File: src/design/hts_pkg.sv
// hts_pkg: shared types and constants of the heightmap triangle sampler
// payload structs, classification flags, opcodes, register indexes, queue depths
// no dependencies
package hts_pkg;

  typedef struct packed {
    logic        op;
    logic [7:0]  write_col;
    logic [7:0]  write_row;
    logic [15:0] write_height;
    logic [15:0] query_x;
    logic [15:0] query_z;
  } hts_in_t;

  typedef struct packed {
    logic [23:0] height;
    logic        in_range;
  } hts_out_t;

  // flags worked out by the front end for one beat
  typedef struct packed {
    logic is_query;
    logic write_ok;
    logic in_range;
    logic last_col;
    logic last_row;
  } hts_cls_t;

  typedef struct packed {
    hts_cls_t cls;
    hts_in_t  item;
  } hts_cmd_t;

  localparam logic OP_WRITE = 1'b0;
  localparam logic OP_QUERY = 1'b1;

  localparam logic REG_MAP_WIDTH = 1'b0;
  localparam logic REG_MAP_DEPTH = 1'b1;

  localparam int          CFG_W     = 9;
  localparam logic [8:0]  DIM_RESET = 9'd256;
  localparam int          OUT_W     = 24;
  localparam logic [23:0] OUT_MAX   = 24'hFFFFFF;

  localparam int CMD_DEPTH = 4;
  localparam int OUT_DEPTH = 8;

endpackage

File: src/design/hts_front.sv
// hts_front: classifies an incoming beat (write or query, range, edge cells)
// depends on hts_pkg
module hts_front #(
  parameter int MAX_WIDTH = 256,
  parameter int MAX_DEPTH = 256,
  parameter int FRAC_BITS = 8
) (
  input  hts_pkg::hts_in_t                    item,
  input  logic [$clog2(MAX_WIDTH+1)-1:0]      width_lim,
  input  logic [$clog2(MAX_DEPTH+1)-1:0]      depth_lim,
  output hts_pkg::hts_cls_t                   cls
);
  import hts_pkg::*;

  localparam int QIW = 16 - FRAC_BITS;

  logic [QIW-1:0] xi, zi;

  always_comb begin
    xi           = QIW'(item.query_x >> FRAC_BITS);
    zi           = QIW'(item.query_z >> FRAC_BITS);
    cls.is_query = item.op == OP_QUERY;
    cls.write_ok = (32'(item.write_col) < MAX_WIDTH) && (32'(item.write_row) < MAX_DEPTH);
    cls.in_range = (32'(xi) < 32'(width_lim)) && (32'(zi) < 32'(depth_lim));
    cls.last_col = (32'(xi) + 32'd1) == 32'(width_lim);
    cls.last_row = (32'(zi) + 32'd1) == 32'(depth_lim);
  end

endmodule

File: config.mk
export PLATFORM = sky130hd
export DESIGN_NAME = hts_front
export DESIGN_NICKNAME = d
export VERILOG_FILES = /design/src/design/hts_pkg.sv /design/src/design/hts_front.sv
export SDC_FILE = /design/constraint.sdc
export NUM_CORES = 1
export LEC_CHECK = 0
export BUFFER_PORTS_ARGS = -buffer_cell sky130_fd_sc_hd__buf_4
export CAP_MARGIN = 15
export CORE_ASPECT_RATIO = 1.4
export CORE_MARGIN = 3
export CORE_UTILIZATION = 40
export DETAILED_ROUTE_END_ITERATION = 8
export GPL_ROUTABILITY_DRIVEN = 0
export GPL_TIMING_DRIVEN = 0
export PLACE_DENSITY = 0.91
export SETUP_SLACK_MARGIN = 0.15
export SYNTH_ARGS = -nofsm -noshare
export SYNTH_HDL_FRONTEND = slang
export SYNTH_SLANG_ARGS = --single-unit
File: constraint.sdc
create_clock -name vclk -period 3.5
set_input_delay 0.175 -clock vclk [all_inputs]
set_output_delay 0.175 -clock vclk [all_outputs]
set_load 0.05 [all_outputs]
== Word-level counts from Yosys, hierarchy flattened ==
Cells that the tools add are included.

* Register bits: 0
* Latch bits: 0
* RAM bits: 0
* ROM bits: 0
* Input port bits: 83
* Output and inout port bits: 5
* Word-level logic and storage cells: 7
* Memories kept: 0

* Add/sub/neg operators: 2
* $mul: 0
* Divide/modulo/power cells: 0
* $lt $le $gt $ge: 2
* Eq/ne operators: 2
* Shift-type cells: 0
* Mux-type cells: 0
* Bitwise gates (word level): 0
* Reduce and logical (&&, ||, !) cells: 1

{| class="wikitable"
|+ Operators with widths
! kind !! count
|-
| == test 32 x 9 -> 1 bit || 2
|-
| adder 8 x 1 -> 9 bit, second input constant || 2
|-
| less-than comparator 8 x 9 -> 1 bit || 2
|-
| logical AND 1 bit || 1
|}

== Longest topological paths before layout ==
Gate-level depths: netlist (run 1).

* Depth in word-level cells: 2
* Depth in mapped cells: 8
* Depth with buffers taken out: 8

== Worst setup path after synthesis (run 1) ==
Ideal clock, no wire load.

* Path kind: in2out
* Start point: in item[8] (netlist bit)
* End point: out cls[0] (netlist bit)
* Data arrival time: 2.633 ns
* Data required time: 3.325 ns
* Setup slack: 0.692 ns
* Cell stages on the path: 4
* Cells stage by stage: ha_1 xor2_1 or4_1 nor4_1

{| class="wikitable"
|+ RTL lines
! what !! line !! source
|-
| from (decl) || hts_front.sv:8 || <nowiki>input hts_pkg::hts_in_t item,</nowiki>
|-
| to (decl) || hts_front.sv:11 || <nowiki>output hts_pkg::hts_cls_t cls</nowiki>
|}

==> flow_summary.yaml, run 1 <==
run_status:
  status: "completed"
floorplan:
  start_util: 0.444
  dieArea_mm2: 0.00266
  io_pins: 88
  core_mm2: 0.00187
  die_w_um: 44.5
  num_rows: 18
  chipHeight_um: 59.9
global_routing:
  grt_pass1_wl_um: 3620
  grt-ovfl-total: 0
  grt_max_degree: 8
  antenna_found_initial: 0
  grt_usage: 0.170
  grt_pass1_vias: 956
drt:
  firstDrtPassIters: 4
  routed_wl_um: 2190
  drc: 0
  vias: 991
  drt_iter0_drc: 10
  postRouteAntennaNets: 0
  viasPerCell: 5.57
  wl_per_cell_um: 12.3
sta:
  final-hold-violation-count: 0
  finalCriticalPeriod_ns: 2.08
  max_freq_ghz: 0.482
  setup_viol_count_final: 0
  fin_hold_ws_ns: 0.606
  period_share: 0.593
  finalSetupTns_ns: 0
  rsz0062_at_grt: "false"
  final_max_slew_viol_count: 0
worst_setup_path:
  cp_top_family: "simple AND/OR/NAND/NOR gates"
  cp-end-kind: "primary output"
  startpoint_type: "input pin"
  crit_type: "in2out"
  crit_buf_inv: 2
  crit_required_ns: 3.32
  crit_path_max_incr_delay_ns: 0.51
  cpMostUsedCell: "buf_4"
  cp_cell_sequence: "buf_4 > ha_1 > and2_1 > o21ai_0 > a31oi_1 > or4_1 > a211oi_1 > buf_4"
  crit_path_top_delay_cell: "or4_1"
  crit_fanout: 3
  cp.arrival_ns: 1.90
yosys:
  synth_fp_nets: 221
  seq_area_frac_synth: 0
  synth-compound-area-share: 0.217
  synthMuxAreaShare: 0
  synth_cell_types: 30
  ys.warnings.count: 0
  syn_avg_cell_area_um2: 6.91
  synthAdderAreaFrac: 0.271
  synth_xor_area_frac: 0.190
  synthSimpleGateAreaFrac: 0.208
  syn_area_um2: 830
  syn_inst: 120
  synth_top_family_by_area: "adder cells"
layout:
  clkbuf_count: 0
  n_antenna_cell: 0
  design.seq.count: 0
  area_delta_synth_final_pct: 37.4
  final_layout_size_suffix_gt1_frac: 0.259
  final_nets: 261
  seqCellArea_um2: 0
pwr:
  p_leak_uw: 0.000589
  vdd_ir_drop_max_mv: 0.0584
  pwr-share-comb: 1.000
  switching_power_uw: 69.6
  power_frac_seq: 0
  p_int_uw: 68.1
  p_clk_frac: 0
  switching_share: 0.505
  powerDensity_mw_per_mm2: 121
clock_network:
  post_cts_resized: 0
  cts_setup_buffers: 0
  hold_buffers: 0
min_path:
  hold_end: "cls[4]"
  hp-start: "item[64]"
  whs_path_depth: 2
  hold_class: "in2out"
flow_run:
  max_cap_viol_count: 0
place:
  port_buffers: 38
  hpwlAfterDp_um: 1990
[through the flow]
step,instance area [µm²],setup WS [ns],cells,power (µW),util
detailed placement,1140,1.43,178,138,0.610
CTS,1140,1.43,178,138,0.610
global placement,1140,1.44,178,131,0.610
finish,1140,1.42,178,138,0.610
floorplan,830,0.692,120,76.3,-
global route,1140,1.27,178,153,0.610
[final cells by class]
type	count	area [µm²]
Buffer	2	15.0
Fill cell	169	729
Inverter	20	75.1
Multi-Input combinational cell	98	739
Tap cell	20	25.0
Timing Repair Buffer	38	285
[placed cells by master, fill, tap and decap left out, types with 2 or more instances in the layout]
master / netlist / layout
a31oi_1: 3 / 3
nor4_1: 2 / 2
xor2_1: 8 / 8
o21a_1: 3 / 3
nand3_1: 7 / 7
nor2b_1: 2 / 2
a211oi_1: 4 / 4
or4_1: 2 / 2
o21ai_0: 6 / 6
nor3_1: 2 / 2
xnor2_1: 10 / 10
nand2_1: 5 / 5
a21oi_1: 4 / 4
nor2_1: 9 / 9
ha_1: 18 / 18
inv_1: 20 / 20
buf_4: 2 / 40
[cells by family after synthesis]
group | Yosys count
AO/OA/AOI/OAI | 27
XOR/XNOR | 18
adder cells (fa/ha/maj) | 18
buffers and inverters | 22
other | 1
AND/OR/NAND/NOR | 34
[metal layers]
layer | global-route usage | vias to the layer above | share of wire
li1 | - | 500 | -
met1 | 0.188 | 440 | 0.40
met2 | 0.341 | 47 | 0.51
met3 | 0.0120 | 4 | 0.080
met4 | 0.0302 | 0 | 0.014
met5 | 0 | - | 0
[synth_stat cells (all sizes together), types with 3 or more instances]
cell type	number	share of area
ha	18	0.27
o21ai	6	0.036
xor2	8	0.084
a21oi	4	0.024
o21a	3	0.027
a31oi	3	0.023
a211oi	4	0.036
nand3	7	0.042
nand2	5	0.023
inv	20	0.090
nor2	9	0.041
xnor2	10	0.11
[power groups by stage]
stage,Clock (µW),Combinational [µW],Sequential (µW)
after global routing,0,153,0
after detailed placement,0,138,0
after CTS,0,138,0
after floorplan,0,76.3,0
final,0,138,0
after global placement,0,131,0
[worst max-delay path by stage]
stage	from	cells past startpoint	endpoint	slack [ns]
finish	item[24]	8	cls[1]	1.42
global route	item[25]	8	cls[2]	1.27
CTS	item[24]	8	cls[1]	1.43
detailed placement	item[24]	8	cls[1]	1.43
global placement	item[24]	8	cls[1]	1.44
floorplan	item[8]	4	cls[0]	0.69
Note: power is estimated with default switching activity, not from simulation.
==> run 2, diff against run 1 <==
--- a/config.mk
+++ b/config.mk
@@ -9,11 +9,11 @@
 export CAP_MARGIN = 15
 export CORE_ASPECT_RATIO = 1.4
 export CORE_MARGIN = 3
-export CORE_UTILIZATION = 40
+export CORE_UTILIZATION = 37
 export DETAILED_ROUTE_END_ITERATION = 8
 export GPL_ROUTABILITY_DRIVEN = 0
 export GPL_TIMING_DRIVEN = 0
-export PLACE_DENSITY = 0.91
+export PLACE_DENSITY = 0.85
 export SETUP_SLACK_MARGIN = 0.15
 export SYNTH_ARGS = -nofsm -noshare
 export SYNTH_HDL_FRONTEND = slang
==> constraint.sdc (replaced) <==
create_clock -name vclk -period 2
set_input_delay 0.1 -clock vclk [all_inputs]
set_output_delay 0.1 -clock vclk [all_outputs]
set_load 0.05 [all_outputs]
==> flow_summary.yaml, run 2 (synthesis results as in run 1) <==
drt:
  drt_iter0_drc: 12
  viasPerCell: 5.54
  routed_wl_um: 2250
  drc: 0
  postRouteAntennaNets: 0
  vias: 991
  wl_per_cell_um: 12.5
  firstDrtPassIters: 4
worst_setup_path:
  crit_path_max_incr_delay_ns: 0.53
  cp-end-kind: "primary output"
  crit_path_top_delay_cell: "or4_4"
  cp_top_family: "simple AND/OR/NAND/NOR gates"
  startpoint_type: "input pin"
  crit_fanout: 3
  crit_required_ns: 1.90
  cp_cell_sequence: "buf_4 > ha_2 > and2_1 > o21ai_1 > a31oi_1 > or4_4 > a211oi_4 > buf_6"
  crit_type: "in2out"
  crit_buf_inv: 2
  cp.arrival_ns: 1.69
run_status:
  status: "completed"
global_routing:
  grt_max_degree: 8
  grt-ovfl-total: 0
  grtUsageMet1: 0.170
  grtUsageMet3: 0.00865
  grt_pass1_vias: 891
  grt.met2_usage: 0.333
  grt_usage: 0.160
  antenna_found_initial: 0
  grt_pass1_wl_um: 3540
  top_usage_layer: "met2"
sta:
  max_freq_ghz: 0.559
  setup_viol_count_final: 0
  period_share: 0.895
  finalCriticalPeriod_ns: 1.79
  finalSetupTns_ns: 0
  rsz0062_at_grt: "true"
  worstMarginPinSlew_ns: 0.657
  slew-limit-headroom: 0.557
  final-hold-violation-count: 0
  fin_hold_ws_ns: 0.455
  final_max_slew_viol_count: 0
layout:
  design.seq.count: 0
  clkbuf_count: 0
  fillers: 183
  multi_input_area_um2: 810
  final_common_cell: "buf_4"
  area_delta_synth_final_pct: 47.4
  seqCellArea_um2: 0
  final_nets: 261
  mostFrequentLayoutCells: "buf_4 (37), inv_1 (20), ha_1 (17), xnor2_1 (10), nor2_1 (9)"
  n_antenna_cell: 0
  final_layout_size_suffix_gt1_frac: 0.316
pwr:
  vdd_ir_drop_max_mv: 0.110
  p_leak_uw: 0.000604
  powerDensity_mw_per_mm2: 219
  power_uw: 268
flow_run:
  max_cap_viol_count: 0
min_path:
  hold_class: "in2out"
floorplan:
  dieArea_mm2: 0.00285
  start_util: 0.406
  io_pins: 88
  chipHeight_um: 62.0
  core_mm2: 0.00204
  die_w_um: 46.0
  num_rows: 19
place:
  hpwlAfterDp_um: 2030
  port_buffers: 38
clock_network:
  hold_buffers: 0
## run 2: cell counts in the layout (fill, tap and decap cells not counted)
Identical to the previous run, type by type.
## run 2: timing repair
action                     in CTS  in global routing
cloned                          0                  0
setup endpoints to repair       2                  3
gates resized for setup         7                  6
buffers inserted                0                  0
pin swaps                       0                  2
## run 2: final timing paths
check / slack (ns) / start / cells past startpoint / endpoint
setup / recovery: 0.21 / item[24] / 8 / cls[1]
hold / removal: 0.45 / item[64] / 2 / cls[4]
## run 2: stage by stage
stage / cell area, µm² / worst slack, ns / utilization / std cells
after floorplan: 875 / 0.166 / - / 120
after global placement: 1190 / 0.106 / 0.580 / 179
after detailed placement: 1190 / -0.0456 / 0.580 / 179
after CTS: 1200 / 0.135 / 0.589 / 179
after global routing: 1220 / 0.111 / 0.598 / 179
final: 1220 / 0.211 / 0.598 / 179
## run 2: cell type report
cell class	count	share of cell area
Multi-Input combinational cell	98	0.662
Timing Repair Buffer	38	0.243
Inverter	20	0.0614
Tap cell	21	0.0215
Buffer	2	0.0123
## run 2: metal layers
layer  vias up  wire length (µm)
li1        499                 -
met1       434               790
met2        52              1210
met3         6               200
met4         0                46
met5         -                 0
## run 2: power breakdown
group	switching [µW]	internal, µW
combinational	138	130
clock	0	0
sequential	0	0
total	138	130
