## src/design/hts_fifo.sv

```systemverilog
// hts_fifo: small register queue with occupancy count
// used between front and back end and as the result queue; no dependencies
module hts_fifo #(
  parameter int WIDTH = 8,
  parameter int DEPTH = 4
) (
  input  logic                           clk,
  input  logic                           rst_n,
  input  logic                           push,
  input  logic [WIDTH-1:0]               wdata,
  input  logic                           pop,
  output logic [WIDTH-1:0]               rdata,
  output logic                           full,
  output logic                           empty,
  output logic [$clog2(DEPTH+1)-1:0]     count
);

  localparam int PW = (DEPTH > 1) ? $clog2(DEPTH) : 1;
  localparam int CW = $clog2(DEPTH + 1);

  logic [WIDTH-1:0] mem_r [DEPTH];
  logic [PW-1:0]    wr_ptr_r, rd_ptr_r;
  logic [CW-1:0]    count_r;
  logic             do_push, do_pop;

  assign full    = count_r == CW'(DEPTH);
  assign empty   = count_r == '0;
  assign count   = count_r;
  assign rdata   = mem_r[rd_ptr_r];
  assign do_push = push && !full;
  assign do_pop  = pop && !empty;

  function automatic logic [PW-1:0] ptr_inc(input logic [PW-1:0] p);
    ptr_inc = (32'(p) == DEPTH - 1) ? '0 : p + PW'(1);
  endfunction

  always_ff @(posedge clk) begin
    if (do_push) begin
      mem_r[wr_ptr_r] <= wdata;
    end
  end

  always_ff @(posedge clk) begin
    if (!rst_n) begin
      wr_ptr_r <= '0;
      rd_ptr_r <= '0;
      count_r  <= '0;
    end else begin
      if (do_push) begin
        wr_ptr_r <= ptr_inc(wr_ptr_r);
      end
      if (do_pop) begin
        rd_ptr_r <= ptr_inc(rd_ptr_r);
      end
      if (do_push && !do_pop) begin
        count_r <= count_r + CW'(1);
      end else if (do_pop && !do_push) begin
        count_r <= count_r - CW'(1);
      end
    end
  end

endmodule

```

## config.mk

```make
export PLATFORM = sky130hd
export DESIGN_NAME = hts_fifo
export DESIGN_NICKNAME = d
export VERILOG_FILES = /design/src/design/hts_fifo.sv
export SDC_FILE = /design/constraint.sdc
export NUM_CORES = 1
export LEC_CHECK = 0
export BUFFER_PORTS_ARGS = -buffer_cell sky130_fd_sc_hd__buf_2
export CAP_MARGIN = 20
export CORE_UTILIZATION = 35
export DETAILED_ROUTE_END_ITERATION = 12
export PLACE_DENSITY = 0.54
export SYNTH_ARGS = -nofsm -noshare
export SYNTH_HDL_FRONTEND = slang
export SYNTH_SLANG_ARGS = --single-unit
```

## constraint.sdc

```tcl
create_clock -name clk -period 1.9 [get_ports clk]
set_input_delay 0.095 -clock clk [delete_from_list [all_inputs] [get_ports clk]]
set_output_delay 0.095 -clock clk [all_outputs]
set_load 0.01 [all_outputs]
```

After elaboration in Yosys (flattened, before gate mapping)
Memories as Yosys holds them, arrays and structs flattened. A register that Yosys moved wholly into a read port is not among the register bits.
Index checks and enable logic that the tools add are counted.

word-level totals
  RAM bits = 32
  memories kept = 1
  word-level logic and storage cells = 29
  register bits = 7
  bits of input ports = 12
  output and inout port bits = 13

cells by class
  reduce and logical (&&, ||, !) cells = 10
  add/sub/neg operators = 4
  eq/ne operators = 3
  muxes and demuxes = 8

memories
  memory  depth  width  rd ports  clocked after Yosys merged registers in  wr ports  RTL line  RTL
  mem_r   4      8      1         1                                        1         21        logic [WIDTH-1:0] mem_r [DEPTH];

operator list
  cell                                                                number
  2-bit two-way mux                                                   4
  3-bit two-way mux                                                   2
  2-bit by 1-bit adder with 2-bit output, second input constant       2
  2-bit == test, second input constant                                2
  1-bit logical AND                                                   4
  1-bit zero test                                                     4
  3-bit by 1-bit adder with 3-bit output, second input constant       1
  3-bit == test, second input constant                                1
  3-bit zero test                                                     1
  3-bit by 1-bit subtractor with 3-bit output, second input constant  1
  1-bit two-way mux                                                   2
  2-bit nonzero test                                                  1

Longest topological paths before layout
Gate-level depths: netlist (run 1).

  depth in word-level cells = 7
  mapped depth = 9
  gate-level depth less buffers = 8

Worst setup path before layout (run 1)
OpenSTA, ideal clock, no wires.

  path kind = register to register
  from = reg count_r[0], in the netlist count[0]
  to = reg count_r[2], in the netlist count[2]
  setup slack = -243 ps
  clock period less this slack = 2143 ps
  library setup time = 76 ps
  buffers on the path = 0
  stages on the path, launching flop included = 8
  arrival = 2067 ps
  data required time = 1824 ps
  cells stage by stage = dfxtp_1 o31ai_1 ha_1 inv_1 fa_1 xor2_1 or3_1 a21boi_0

between the ends
  longest elaborated chain between the ends = 6
  elaborated cells between the ends (all ways) = 15
  those cells by class = add/sub (2); eq/ne (1); mux (2); reduce/logical (10)

ends and longest elaborated chain
  element                                                                              RTL line  RTL
  from (decl)                                                                          23        logic [CW-1:0] count_r;
  from (signal assigned)                                                               56        count_r <= count_r + CW'(1);
  from (signal assigned)                                                               58        count_r <= count_r - CW'(1);
  branches (longest 6 deep; another with 3-bit by 1-bit subtractor with 3-bit output)  n/a

Parallel ways; which one is timed is not known. The select of a mux whose other input is x is not followed.
A chain may end at the register's enable or synchronous reset.

Worst setup path in the final report (run 1)
  from = reg count_r[2], in the netlist count[2]
  to = reg count_r[2], in the netlist count[2]

Same word-level chain as after synthesis.

==> results of run 1 <==
-- per-layer routing --
layer  GRT usage  share of wire
met4      0.0600          0.019
met5           0              0
met1       0.140           0.42
met2       0.219           0.53
met3      0.0447          0.038
-- final timing paths --
check	end	slack (ns)	start
setup / recovery	count[2]$_SDFFE_PN0P_	-0.002	count[2]$_SDFFE_PN0P_
hold / removal	mem_r[2][4]$_DFFE_PP_	0.01	wdata[4]
setup reg to reg	count[2]$_SDFFE_PN0P_	-0.002	count[2]$_SDFFE_PN0P_
hold reg to reg	wr_ptr_r[1]$_SDFFE_PN0P_	0.50	wr_ptr_r[1]$_SDFFE_PN0P_
-- power by group --
group / total, W / internal, W / switching [W]
Clock: 0.000719 / 0.000427 / 0.000292
Sequential: 0.00120 / 0.00111 / 0.0000866
Combinational: 0.000803 / 0.000426 / 0.000377
-- layout by cell type (no fill, tap or decap), drive strengths merged, types with 2 or more instances in the layout --
cell    synthesis  routed
o21ai           3       3
and2            5       5
nor2b           2       2
nor2            2       2
clkbuf          1       6
mux4            8       8
inv             3       3
edfxtp         32      32
buf             3      34
nand3           2       2
dfxtp           9       9
mux2i           3       3
ha              6       6
nand2           6       6
-- logic make-up (layout without fill, tap and decap cells) --
logic type | after synthesis | count (layout) | synth area share
xor gates and xnor gates | 2 | 2 | 0.0107
AOI/OAI and AO/OA | 5 | 5 | 0.0184
and+or+nand+nor | 20 | 20 | 0.0660
muxes | 11 | 11 | 0.129
buffers and inverters | 7 | 45 | 0.0176
DFF | 41 | 41 | 0.700
adders and majority gates | 7 | 7 | 0.0583
-- worst max-delay path: stages, from the launching register on --
cell and delay, ns:
dfxtp_4 0.35, buf_6 0.12, o31ai_4 0.22, ha_4 0.18, inv_2 0.04, fa_2 0.34, xor2_1 0.16, or3_1 0.31
a21boi_1 0.12
-- stage by stage --
| stage | total power, W | hold WS [ns] | instances | util | instance area, um2 |
|---|---|---|---|---|---|
| 3_5_place_dp | 0.00203 | 0.316 | 175 | 0.437 | 1930 |
| 4_1_cts | 0.00277 | 0.00685 | 183 | 0.466 | 2060 |
| 5_1_grt | 0.00287 | 0.00789 | 183 | 0.466 | 2060 |
| 6_report | 0.00272 | 0.0136 | 183 | 0.466 | 2060 |
| 3_3_place_gp | 0.00199 | 0.307 | 175 | 0.437 | 1930 |
| 2_1_floorplan | 0.00171 | 0.194 | 93 | - | 1680 |
-- layout make-up --
class                           count  area (um2)  share of cell area
Inverter                            3        11.3             0.00548
Multi-Input combinational cell     45         498               0.242
Clock inverter                      2        37.5              0.0183
Sequential cell                    41        1150               0.559
Tap cell                           52        65.1              0.0316
Timing Repair Buffer               34         211               0.103
Clock buffer                        6        82.6              0.0402
-- sequential cells by signal, indices dropped and copies added (netlist names), named ones only --
signal    count
wr_ptr_r      2
mem_r        32
count         3
rd_ptr_r      2
-- repair_timing --
action                     in CTS  in global routing
resized for setup               3                  0
cloned                          0                  0
setup endpoints to repair       1                  1
pin swaps                       0                  0
buffers inserted                0                  0
==> metrics.cfg, run 1 <==
[cells_and_area]
diodes = 0
drive_above_1_share = 0.450
area_delta_synth_final_pct = 26.1
nets = 149
fillers = 401

[placed_design]
port_buffers = 24
hpwl_mm = 1.96
post-place-ws_ns = -0.0666
gp_congestion = 0.759

[logic_synthesis]
yosysWarningCount = 0
syn_inst = 93
yosys.area.top_type_share = 0.589
avgSynthCellArea_um2 = 17.5
yosys-top-cells-count = edfxtp_1 (32), dfxtp_1 (9), mux4_2 (8)
yosys_most_used_dff = edfxtp_1
synth_top_cell_by_area = edfxtp_1
ys_top_cells_by_area = edfxtp_1 (59%), dfxtp_1 (11%), mux4_2 (11%), ha_1 (4.6%), and2_1 (1.9%)
ys_seq_area_frac = 0.700
syn_area_um2 = 1630
async_flop_share = 0
synth_cell_types = 23
syn_nets = 112
synth_seq_cells = 41
synth_edf_count = 32
yosysMostFrequentCell = edfxtp_1

[timing]
setup_viol_count_final = 1
maxSlewViolCount = 0
max_clock_freq_ghz = 0.526
rsz0062_at_grt = yes
maxSlewHeadroom = 0.713
fin_worst_skew_ns = 0.00702
finalCritPeriodShare = 1.00
tightest_slew_ns = 0.430
hold_violations = 0
finalSetupTns_ns = -0.00211
post-route-min-period_ns = 1.90
fin_ws_ns = -0.00211

[power_and_ir_drop]
leakage_nw = 0.762
power_density_nw_per_um2 = 1320
peakVddDrop_uv = 616

[global_routing]
grt_pass1_vias = 947
grt_pass1_wl_mm = 4.55
grt-ovfl-total = 0
track_usage = 0.128
grt_max_degree = 14
grt_antenna_before_repair = 0

[floorplan]
die_h_um = 70.3
die_x_um = 70.3
io_pins = 25
initial_core_util = 0.369
num_rows = 24
dieArea_um2 = 4940
core-area_um2 = 4410

[clocking]
htreeDepth = 2
root_buffer = clkbuf_8
clk-insertion-delay-late_ns = 0.29
postCtsHoldBufs = 0
clock_path_buffers = 2
cts_tree = done
cts.sinks = 41
clk_pin_slew_ns = 0.08
cts_buffers = 5

[route]
routed_via_density = 4.89
dr.pass1.iters = 4
totalWireLength_mm = 2.76
final_antenna_net_count = 0
remaining_drc_errors = 0
avgRoutedWirePerCell_um = 15.1
drt_iter0_markers = 34
vias = 894

[flow_run]
maxCapViolCount = 0

[run_status]
violations = setup timing
status = finished, violations left

[worst_setup_path]
worstSetupEndpointType = flop
startpoint_type = flop
arrival_ns = 2.12
critical_path_class = flop to flop
cp_max_fo = 5
r2r_cells = 8
crit_required_ns = 2.12

[hold_path]
hp-class = input port to flop
min_path_cells = 1

No activity file was read; power rests on OpenSTA's default activity.
==> inputs of run 2 (changes only) <==
- PLACE_DENSITY: 0.54 -> 0.63
- SLEW_MARGIN: not set -> 20
==> run 2 against run 1 <==
  * The run still ends with setup timing left
  * Utilization decreased by 1.2 points
  * Via count decreased by 2.5%
  * Total power decreased by 3.6%
  * Maximum frequency decreased by 1.4%
  * Setup slack got worse by 0.027 ns
  * Clock-buffer cell count unchanged
  * Die area unchanged
==> metrics.cfg, run 2 (synthesis gave the netlist of run 1 again) <==
[route]
vias = 872  ; was 894
avgRoutedWirePerCell_um = 15.0  ; was 15.1 um
dr.pass1.iters = 4  ; unchanged
drt_iter0_markers = 43  ; was 34
remaining_drc_errors = 0  ; unchanged
final_antenna_net_count = 0  ; unchanged
totalWireLength_mm = 2.69  ; was 2.76 mm
routed_via_density = 4.87  ; was 4.89

[timing]
finalCritPeriodShare = 1.02  ; was 1.00
post-route-min-period_ns = 1.93  ; was 1.90 ns
max_clock_freq_ghz = 0.519  ; was 0.526 GHz
finalSetupTns_ns = -0.0286  ; was -0.00211 ns
hold_violations = 0  ; unchanged
fin_ws_ns = -0.0286  ; was -0.00211 ns
rsz0062_at_grt = yes  ; unchanged
setup_viol_count_final = 1  ; unchanged
maxSlewHeadroom = 0.704  ; was 0.713
tightest_slew_ns = 0.443  ; was 0.430 ns
fin_worst_skew_ns = 0.00673  ; was 0.00702 ns
maxSlewViolCount = 0  ; unchanged
holdWs_ns = 0.0144  ; was 0.0136 ns

[floorplan]
num_rows = 24  ; unchanged
dieArea_um2 = 4940  ; unchanged
die_h_um = 70.3  ; unchanged
die_x_um = 70.3  ; unchanged
core-area_um2 = 4410  ; unchanged
initial_core_util = 0.369  ; unchanged
io_pins = 25  ; unchanged

[power_and_ir_drop]
power_density_nw_per_um2 = 1310  ; was 1320 nW/um2
p_comb_frac = 0.288  ; was 0.295
seqPwrFrac = 0.460  ; was 0.441
finalPower_w = 0.00262  ; was 0.00272 W
pwr-share-clk = 0.252  ; was 0.264
switchingPower_w = 0.000722  ; was 0.000756 W
peakVddDrop_uv = 573  ; was 616 uV
p_int_w = 0.00190  ; was 0.00197 W
swShare = 0.275  ; was 0.278
leakage_nw = 0.733  ; was 0.762 nW

[worst_setup_path]
path_cells = buf_6 > o31ai_4 > ha_4 > inv_2 > fa_2 > xor2_1 > or3_1 > a21boi_2  ; was buf_6 > o31ai_4 > ha_4 > inv_2 > fa_2 > xor2_1 > or3_1 > a21boi_1
cp_max_fo = 5  ; unchanged
crit_family = adder cells  ; unchanged
startpoint_type = flop  ; unchanged
critical_path_class = flop to flop  ; unchanged
arrival_ns = 2.14  ; was 2.12 ns
r2r_cells = 8  ; unchanged
slowest_delay_ns = 0.35  ; about the same
worstSetupEndpointType = flop  ; unchanged
crit_buf_inv = 2  ; unchanged
cp_slowest_cell = dfxtp_4  ; unchanged
crit_required_ns = 2.11  ; was 2.12 ns
cp.depth = 8  ; unchanged

[clocking]
cts_tree = done  ; unchanged
cts_buffers = 5  ; unchanged
clk_pin_slew_ns = 0.08  ; about the same
clk-insertion-delay-late_ns = 0.29  ; about the same
clock_path_buffers = 2  ; unchanged
htreeDepth = 2  ; unchanged
root_buffer = clkbuf_8  ; unchanged
cts.sinks = 41  ; unchanged
postCtsHoldBufs = 0  ; unchanged

[cells_and_area]
nets = 145  ; was 149
mostFrequentLayoutCells = edfxtp_1 (32), buf_2 (24), mux4_2 (8)  ; was edfxtp_1 (32), buf_2 (24), mux4_2 (8), buf_4 (8)
mostFrequentLayoutCell = edfxtp_1  ; unchanged
diodes = 0  ; unchanged
top_register = mem_r  ; unchanged
register_area_um2 = 1150  ; unchanged
multi_input_area_um2 = 502  ; was 498 um2
area_delta_synth_final_pct = 22.9  ; was 26.1%
drive_above_1_share = 0.425  ; was 0.450
largest_reg_flops = 32  ; unchanged
finish.utilization = 0.454  ; was 0.466
fillers = 388  ; was 401

[hold_path]
min_path_cells = 1  ; unchanged
hp-class = input port to flop  ; unchanged

[global_routing]
grt-ovfl-total = 0  ; unchanged
grt_pass1_wl_mm = 4.42  ; was 4.55 mm
grt_max_degree = 13  ; was 14
grt_antenna_before_repair = 0  ; unchanged
track_usage = 0.121  ; was 0.128
grt_pass1_vias = 951  ; was 947

[placed_design]
gp_congestion = 0.720  ; was 0.759
hpwl_mm = 1.88  ; was 1.96 mm
port_buffers = 24  ; unchanged

[run_status]
violations = setup timing  ; unchanged
status = finished, violations left  ; unchanged

[flow_run]
maxCapViolCount = 0  ; unchanged

==> run 2: cell count changes in the layout (fill, tap and decap cells not counted), sizes merged <==
cell / previous run / this run
buf: 34 / 30
clkinv: 0 / 1
clkinvlp: 1 / 0
==> run 2: area by class of cell <==
| cell class | instances | area share |
|---|---|---|
| timing repair buffer | 30 | 0.0843 |
| clock buffer | 6 | 0.0362 |
| multi-input combinational | 45 | 0.250 |
| tap | 52 | 0.0325 |
| clock inverter | 2 | 0.0169 |
| sequential | 41 | 0.574 |
| inverter | 3 | 0.00562 |
==> run 2: final timing paths <==
check                            from                  endpoint  slack, ns
max             count[2]$_SDFFE_PN0P_     count[2]$_SDFFE_PN0P_      -0.03
min                          wdata[7]     mem_r[0][7]$_DFFE_PP_       0.01
max reg2reg     count[2]$_SDFFE_PN0P_     count[2]$_SDFFE_PN0P_      -0.03
min reg2reg  wr_ptr_r[1]$_SDFFE_PN0P_  wr_ptr_r[1]$_SDFFE_PN0P_       0.51
==> run 2: worst reg2reg max path, cell delays in order, from the launching register on <==
cell and delay (ns):
dfxtp_4 0.35, buf_6 0.12, o31ai_4 0.23, ha_4 0.19, inv_2 0.04, fa_2 0.32
xor2_1 0.16, or3_1 0.32, a21boi_2 0.13
==> run 2: per-stage QoR <==
step,cells,worst slack (ns),area [um2]
after floorplan,93,0.00943,1680
after global placement,171,0.0307,1890
after detailed placement,171,-0.105,1890
after CTS,179,-0.0624,2000
after global routing,179,-0.0988,2000
final,179,-0.0286,2000
==> run 2: per-layer routing <==
metal / wire, um / part of all wire / vias to the layer above / global-route usage
met3: 123 / 0.046 / 11 / 0.0375
met4: 93 / 0.035 / 0 / 0.0756
met1: 1140 / 0.42 / 420 / 0.138
met2: 1340 / 0.50 / 28 / 0.198
li1: - / - / 413 / -
met5: 0 / 0 / - / 0
==> run 2: timing repair <==
action | in CTS | in global routing
gates resized for setup | 3 | 1
pin swaps | 0 | 0
hold endpoints to repair | 0 | 0
setup endpoints to repair | 1 | 1
buffers inserted | 0 | 0
==> run 2: power groups by stage <==
| stage | clock network, W | registers (W) | logic (W) |
|---|---|---|---|
| CTS | 0.000684 | 0.00121 | 0.000765 |
| floorplan | 0 | 0.00122 | 0.000491 |
| global placement | 0 | 0.00122 | 0.000738 |
| global route | 0.000727 | 0.00122 | 0.000837 |
| finish | 0.000662 | 0.00121 | 0.000755 |
| detailed placement | 0 | 0.00123 | 0.000752 |
==> inputs of run 3 (changes only) <==
- BUFFER_PORTS_ARGS: -buffer_cell sky130_fd_sc_hd__buf_2 -> not set
- CORE_UTILIZATION: 35 -> 45
- DONT_BUFFER_PORTS: not set -> 1
- PLACE_DENSITY: 0.63 -> 0.69
==> run 3 against run 2 <==
  * Global-route usage up 4.2 points
  * Register-to-register slack gained 0.02 ns
  * The run still ends with setup timing left
  * Non-clock buffer count shrank 1
  * Design area increased by 2.7%
  * Via count increased by 1.8%
  * Routed wire length increased by 1.2%
  * Sequential power hardly changed
  * Largest power group unchanged
  * Cell count down 3.9%
==> metrics.cfg, run 3 (synthesis gave the netlist of run 1 again) <==
[floorplan]
dieArea_um2 = 3870  ; was 4940 um2
initial_core_util = 0.477  ; was 0.369
core-area_um2 = 3420  ; was 4410 um2
num_rows = 21  ; was 24
die_h_um = 62.2  ; was 70.3 um
io_pins = 25  ; unchanged
die_x_um = 62.2  ; was 70.3 um

[timing]
rsz0062_at_grt = yes  ; unchanged
setup_viol_count_final = 1  ; unchanged
fin_worst_skew_ns = 0.0102  ; was 0.00673 ns
fin_ws_ns = -0.00927  ; was -0.0286 ns
tightest_slew_ns = 0.432  ; was 0.443 ns
holdWs_ns = 0.148  ; was 0.0144 ns
maxSlewViolCount = 0  ; unchanged
post-route-min-period_ns = 1.91  ; was 1.93 ns
finalCritPeriodShare = 1.00  ; was 1.02
max_clock_freq_ghz = 0.524  ; was 0.519 GHz
hold_violations = 0  ; unchanged
maxSlewHeadroom = 0.712  ; was 0.704

[power_and_ir_drop]
leakage_nw = 0.716  ; was 0.733 nW
power_density_nw_per_um2 = 1220  ; was 1310 nW/um2
seqPwrFrac = 0.478  ; was 0.460
peakVddDrop_uv = 534  ; was 573 uV
p_int_w = 0.00179  ; was 0.00190 W
switchingPower_w = 0.000711  ; was 0.000722 W
finalPower_w = 0.00250  ; was 0.00262 W
swShare = 0.284  ; was 0.275
p_comb_frac = 0.306  ; was 0.288
pwr-share-clk = 0.216  ; was 0.252

[worst_setup_path]
crit_end = count[2]$_SDFFE_PN0P_  ; unchanged
startpoint_type = flop  ; unchanged
cp_max_fo = 5  ; unchanged
r2r_cells = 8  ; unchanged
crit_required_ns = 2.18  ; was 2.11 ns
arrival_ns = 2.19  ; was 2.14 ns
r2r_setup_slack_ns = -0.009  ; was -0.03 ns
worstSetupEndpointType = flop  ; unchanged
r2r-start = count[2]$_SDFFE_PN0P_  ; unchanged
critical_path_class = flop to flop  ; unchanged
cp-startpoint = count[2]$_SDFFE_PN0P_  ; unchanged
r2r_end = count[2]$_SDFFE_PN0P_  ; unchanged

[clocking]
cts_tree = done  ; unchanged
root_buffer = clkbuf_4  ; was clkbuf_8
clock_path_buffers = 2  ; unchanged
cts.sinks = 41  ; unchanged
clk_pin_slew_ns = 0.11  ; was 0.08 ns
cts_buffers = 5  ; unchanged
htreeDepth = 2  ; unchanged
clk-insertion-delay-late_ns = 0.35  ; was 0.29 ns

[cells_and_area]
largest_reg_flops = 32  ; unchanged
drive_above_1_share = 0.286  ; was 0.425
mostFrequentLayoutCell = edfxtp_1  ; unchanged
register_area_um2 = 1150  ; unchanged
multi_input_area_um2 = 498  ; was 502 um2
area_delta_synth_final_pct = 26.2  ; was 22.9%
nets = 144  ; was 145
mostFrequentLayoutCells = edfxtp_1 (32), dlygate4sd3_1 (17), buf_4 (11)  ; was edfxtp_1 (32), buf_2 (24), mux4_2 (8)
top_register = mem_r  ; unchanged
diodes = 0  ; unchanged
fillers = 275  ; was 388

[route]
routed_via_density = 5.16  ; was 4.87
final_antenna_net_count = 0  ; unchanged
avgRoutedWirePerCell_um = 15.8  ; was 15.0 um
drt_iter0_markers = 35  ; was 43
dr.pass1.iters = 4  ; unchanged
vias = 888  ; was 872
totalWireLength_mm = 2.72  ; was 2.69 mm
remaining_drc_errors = 0  ; unchanged

[global_routing]
grt_pass1_vias = 952  ; was 951
grt-ovfl-total = 0  ; unchanged
grt_antenna_before_repair = 0  ; unchanged
track_usage = 0.163  ; was 0.121
grt_max_degree = 14  ; was 13
grt_pass1_wl_mm = 4.55  ; was 4.42 mm

[hold_path]
hp-class = input port to flop  ; unchanged

[run_status]
violations = setup timing  ; unchanged
status = finished, violations left  ; unchanged

[placed_design]
port_buffers = 0  ; was 24
gp_congestion = 0.711  ; was 0.720
hpwl_mm = 1.80  ; was 1.88 mm

[flow_run]
maxCapViolCount = 0  ; unchanged

run 3: how the worst min path moves through the flow:
stage,from,endpoint,slack [ns],cells after the start
after global placement,wdata[3],mem_r[1][3]$_DFFE_PP_,0.19,0
final,pop,flop,0.15,4
after detailed placement,wdata[3],mem_r[0][3]$_DFFE_PP_,0.19,0
after floorplan,wdata[0],mem_r[0][0]$_DFFE_PP_,0.19,0
after CTS,pop,flop,0.05,3
after global routing,pop,flop,0.15,4
run 3: layout make-up:
type                    instances  area share
clock buffers                   6      0.0201
clock inverters                 2      0.0170
repair buffers                 29       0.128
well taps                      46      0.0280
inverters                       3     0.00547
multi-input cells              45       0.242
flip-flops and latches         41       0.559
run 3: timing repair:
item	CTS	global route
resized for setup	3	0
setup buffers	0	2
endpoints found under the setup margin	1	2
hold buffers	17	1
hold endpoints to repair	41	1
run 3: power by group through the flow:
stage,Combinational [W],Clock [W],Sequential (W)
3_5_place_dp,0.000680,0,0.00122
3_3_place_gp,0.000651,0,0.00121
4_1_cts,0.000765,0.000560,0.00120
5_1_grt,0.000839,0.000599,0.00121
6_report,0.000766,0.000541,0.00120
2_1_floorplan,0.000491,0,0.00122
run 3: routing by layer:
| metal | GRT usage | wire (um) |
|---|---|---|
| met5 | 0 | 0 |
| met4 | 0.0785 | 57 |
| met3 | 0.0607 | 152 |
| met2 | 0.273 | 1390 |
| met1 | 0.184 | 1120 |
run 3: critical path, stage by stage (launching register included):
cell      delay (ns)
dfxtp_4         0.36
buf_6           0.13
o31ai_4         0.22
ha_4            0.18
inv_2           0.04
fa_2            0.33
xor2_1          0.16
or3_1           0.30
a21boi_1        0.12
run 3: through the flow:
step                instance area (um2)  TNS (ns)  std cells  worst slack, ns   util
finish                             2060  -0.00927        172         -0.00927  0.602
global route                       2060    -0.122        172           -0.122  0.602
global placement                   1790         0        145           0.0327  0.524
CTS                                2040   -0.0198        170          -0.0198  0.598
detailed placement                 1790   -0.0268        145          -0.0268  0.524
floorplan                          1680         0         93          0.00943      -
